--- src/hdl/baa_ram.sv ---
// Generic single-port RAM with registered read.
`default_nettype none
module baa_ram #(
  parameter int WIDTH = 8,
  parameter int DEPTH = 16
) (
  input  wire logic                     clk,
  input  wire logic                     we,
  input  wire logic [$clog2(DEPTH)-1:0] addr,
  input  wire logic [WIDTH-1:0]         wdata,
  output logic      [WIDTH-1:0]         rdata
);
  logic [WIDTH-1:0] mem [DEPTH];
  always_ff @(posedge clk) begin
    if (we) begin
      mem[addr] <= wdata;
    end
    rdata <= mem[addr];
  end
endmodule
`default_nettype wire

--- config.mk ---
export PLATFORM = sky130hd
export DESIGN_NAME = baa_ram
export DESIGN_NICKNAME = d
export VERILOG_FILES = /design/src/hdl/baa_ram.sv
export SDC_FILE = /design/constraint.sdc
export NUM_CORES = 1
export LEC_CHECK = 0
export BUFFER_PORTS_ARGS = -buffer_cell sky130_fd_sc_hd__buf_2
export CAP_MARGIN = 20
export CORE_ASPECT_RATIO = 0.75
export CORE_MARGIN = 5
export CORE_UTILIZATION = 60
export CTS_CLUSTER_DIAMETER = 200
export CTS_CLUSTER_SIZE = 10
export DETAILED_ROUTE_END_ITERATION = 10
export GPL_TIMING_DRIVEN = 1
export MAX_ROUTING_LAYER = met4
export PLACE_DENSITY = 0.78
export SYNTH_ARGS = -nofsm -noshare
export SYNTH_HDL_FRONTEND = slang
export SYNTH_SLANG_ARGS = --single-unit
export TNS_END_PERCENT = 100
--- constraint.sdc ---
create_clock -name clk -period 2.22 [get_ports clk]
set_input_delay 0.333 -clock clk [delete_from_list [all_inputs] [get_ports clk]]
set_output_delay 0.333 -clock clk [all_outputs]
set_load 0.1 [all_outputs]
; ---- Word level (Yosys, flattened, before mapping)
; Memory sizes are Yosys's and may differ from the RTL's. A register that Yosys moved wholly into a read port is not among the register bits.
; Index checks and enable logic that the tools add are counted.
[totals]
register_bits = 0
latchBits = 0
ramBits = 128
mem_bits_ro = 0
inputBits = 14
output_inout_bits = 8
wordCells = 3
n_memories = 1
[op_classes]
addsub = 0
n_mul = 0
div = 0
magnitude_cmp = 0
n_eq_ne = 0
shifts = 0
n_mux = 2
bitwise = 0
n_reduce_logical = 0
[mem_list]
columns = name, words, word_bits, rd, rd_clocked_by_memory_dff, write_ports, line_no
row1 = mem, 16, 8, 1, 1, 1, 13  ; logic [WIDTH-1:0] mem [DEPTH];
[op_table]
columns = op, n
row1 = $mux W1, 2

; ---- Depth between registers and ports, before layout
[depth]
word_depth = 2
depth_mapped = 5
mapped_depth_nobuf = 3

; ---- Least setup slack after synthesis
; No wires, ideal clock.
[synth_timing]
path_kind = in2reg
start = in addr[2]
end = mem mem[0][0], enable pin
setup_ns = 0.383
t_arrival_ns = 1.443
required_time_ns = 1.837
path_slack_ns = 0.394
path_stages = 2
path_buffers = 0
cell_sequence = or3b_2 nor3_1
[synth_rtl]
columns = item, line_no
row1 = start: declaration, 9  ; input wire logic [$clog2(DEPTH)-1:0] addr,
row2 = end: declaration, 13
; No word-level cell before the write port.

; ---- Final worst setup path
[layout_timing]
start = reg rdata[3], read port of mem
end = out rdata[3]
[layout_rtl]
columns = item, line_no
row1 = start: declaration, 11  ; output logic [WIDTH-1:0] rdata
; No word-level cell between the ends.

==> flow_metrics.env <==
export IMPL_slowest_stage="buf_2"
export IMPL_die_y_um=89.6
export IMPL_clock_power_share=0.458
export IMPL_run_status="complete, no violations"
export IMPL_io_buffers=21
export IMPL_postPlaceCellArea_um2=5430
export IMPL_endpoint_kind="primary output"
export IMPL_viasPerCell=6.20
export IMPL_fmax_mhz=635
export IMPL_area_delta_synth_final_pct=18.7
export IMPL_crit_arrival_ns=1.24
export IMPL_synth_area_top_cells="edfxtp_1 76%, mux4_2 14%, dfxtp_1 3.2%"
export IMPL_ys_top_cells_by_count="128 x edfxtp_1, 32 x mux4_2, 16 x a22oi_1"
export IMPL_drcViolationCount=0
export IMPL_dr_first_iter_drc_count=259
export IMPL_path_delay_family="buffers and inverters"
export IMPL_hold_path_cell_count=1
export IMPL_n_fill_cell=500
export IMPL_finClkSkew_ns=0.0102
export IMPL_fin_crit_ns=1.57
export IMPL_clockBufferDepth=2
export IMPL_hp_class="in -> reg"
export IMPL_crit_type="reg -> out"
export IMPL_regToRegSetupSlack_ns=0.77
export IMPL_wirelength_um=10300
export IMPL_cts_hold_buf=0
export IMPL_clk_insertion_delay_late_ns=0.42
export IMPL_synthesis_nets=244
export IMPL_path_cells="buf_2"
export IMPL_fin_crit_sh=0.709
export IMPL_synth_most_common_cell="edfxtp_1"
export IMPL_synth_cell_types=18
export IMPL_clk_pin_slew_ns=0.06
export IMPL_multi_input_area_um2=1000
export IMPL_power_density_nw_per_um2=1010
export IMPL_grt_usage=0.235
export IMPL_cts_htree_levels=4
export IMPL_critical_path_required_ns=1.89
export IMPL_path_max_fanout=1
export IMPL_yosys_warnings=0
export IMPL_grt_pass1_wl_um=15800
export IMPL_grt_start_max_net_pins=18
export IMPL_grt_pass1_vias=2607
export IMPL_min_from="wdata[1]"
export IMPL_rsz0062_at_grt="no"
export IMPL_tightest_slew_ns=0.669
export IMPL_seqPwrFrac=0.476
export IMPL_peakVddDrop_uv=566
export IMPL_critPathLaunchType="register"
export IMPL_max_slew_margin=0.553
export IMPL_seq_area_frac_synth=0.790
export IMPL_p_switching_mw=1.34
export IMPL_core_area_um2=8350
export IMPL_ant_nets=0
export IMPL_reg2reg_to="rdata[3]"
export IMPL_antenna_found_initial=0
export IMPL_leakagePower_nw=2.01
export IMPL_drv_slew=0
export IMPL_seqCellArea_um2=4000
export IMPL_synth_flop_cell="edfxtp_1"
export IMPL_synth_seq_cells=136
export IMPL_timing_setup_tns_ns=0
export IMPL_routabilityCongestion=0.879
export IMPL_dieArea_um2=10400
export IMPL_async_flop_share=0
export IMPL_avgRoutedWirePerCell_um=25.8
export IMPL_hold_viol_final=0
export IMPL_post_cts_buffers=0
export IMPL_drt_pass1_iterations=5
export IMPL_fin_area_um2=6020
export IMPL_cts_buffers=17
export IMPL_initial_utilization=0.607
export IMPL_synth_area_um2=5070
export IMPL_setup_violations=0
export IMPL_drive_gt1_frac=0.352
export IMPL_cts_tree="built"
export IMPL_antennaDiodeCount=0
export IMPL_cts_resized=0
export IMPL_cp_startpoint="rdata[3]"
export IMPL_p_int_mw=4.74
export IMPL_critical_path_buf_inv_count=1
export IMPL_r2r_cells=3
export IMPL_avgSynthCellArea_um2=22.0
export IMPL_cpPeakStageDelay_ns=0.45
export IMPL_min_to="mem[6][1]"
export IMPL_cts_sinks=136
export IMPL_final_nets=294
export IMPL_max_cap_violations=0
export IMPL_vias=2485
export IMPL_rr_startpoint="mem[11][3]"
export IMPL_yosys_area_top_type="edfxtp_1"
export IMPL_grt_overflow_total=0
export IMPL_synth_edf_count=128
export IMPL_io_pins=22
export IMPL_combPwrFrac=0.066
export IMPL_synth_top_cell_area_share=0.759
export IMPL_die_w_um=116
export IMPL_root_buffer="clkbuf_16"
export IMPL_switching_share=0.220
export IMPL_hpwl_um=6190
export IMPL_num_rows=29
export IMPL_syn_inst=230
-- per-layer routing --
layer | track usage | share of wire | wire length (um)
met3 | 0.0583 | 0.086 | 884
met2 | 0.348 | 0.48 | 4930
met5 | - | 0 | 0
met1 | 0.327 | 0.43 | 4400
met4 | 0.0843 | 0.012 | 122
-- cells by family (layout without fill, tap and decap cells) --
| family | Yosys count | in the layout | synth area share |
|---|---|---|---|
| simple gates | 35 | 35 | 0.0321 |
| flops | 136 | 136 | 0.790 |
| compound gates | 16 | 16 | 0.0237 |
| buf+inv | 11 | 74 | 0.0119 |
| mux | 32 | 32 | 0.142 |
-- through the flow --
step / instances / setup slack, ns / hold WS (ns) / total power [mW] / utilization
floorplan: 230 / 0.394 / 0.432 / 3.21 / -
global placement: 369 / 0.365 / 0.665 / 3.33 / 0.651
detailed placement: 369 / 0.365 / 0.666 / 3.34 / 0.651
CTS: 401 / 0.630 / 0.305 / 6.09 / 0.721
global route: 401 / 0.615 / 0.308 / 6.26 / 0.721
finish: 401 / 0.645 / 0.313 / 6.07 / 0.721
-- power groups by stage --
stage	Sequential, mW	Clock (mW)	Combinational, mW
after global routing	2.89	2.94	0.423
final	2.89	2.78	0.401
after CTS	2.89	2.80	0.403
after global placement	2.94	0	0.392
after floorplan	3.06	0	0.148
after detailed placement	2.94	0	0.398
-- how the worst max path moves through the flow --
stage	to	slack (ns)	cells past startpoint
floorplan	mem[0][0]	0.39	2
global placement	rdata[3]	0.36	5
detailed placement	rdata[3]	0.36	5
CTS	rdata[3]	0.63	1
global route	rdata[3]	0.62	1
finish	rdata[3]	0.65	1
-- placed cells by master (no fill, tap or decap) --
cell and instances:
nand3_1 1, nand2b_1 2, mux4_2 32, nor3_1 4
clkbuf_16 17, buf_2 21, edfxtp_1 128, buf_4 19
dfxtp_1 8, bufinv_16 3, a22oi_1 16, buf_12 2
nand3b_1 2, clkinv_2 2, nor2b_1 2, or3b_2 1
clkinv_4 1, clkinvlp_4 5, nor2_1 13, clkinv_1 3
clkbuf_1 1, and2_1 1, nand2_1 9
-- area by class of cell --
type	count	share of cell area
clock inverters	14	0.0262
flip-flops and latches	136	0.665
repair buffers	42	0.0478
well taps	108	0.0225
multi-input cells	83	0.167
clock buffers	18	0.0713
-- state kept, by name, summed over array words and instances, names as in the netlist --
name,flops
mem,128
rdata,8
Note: power is estimated with default switching activity, not from simulation.
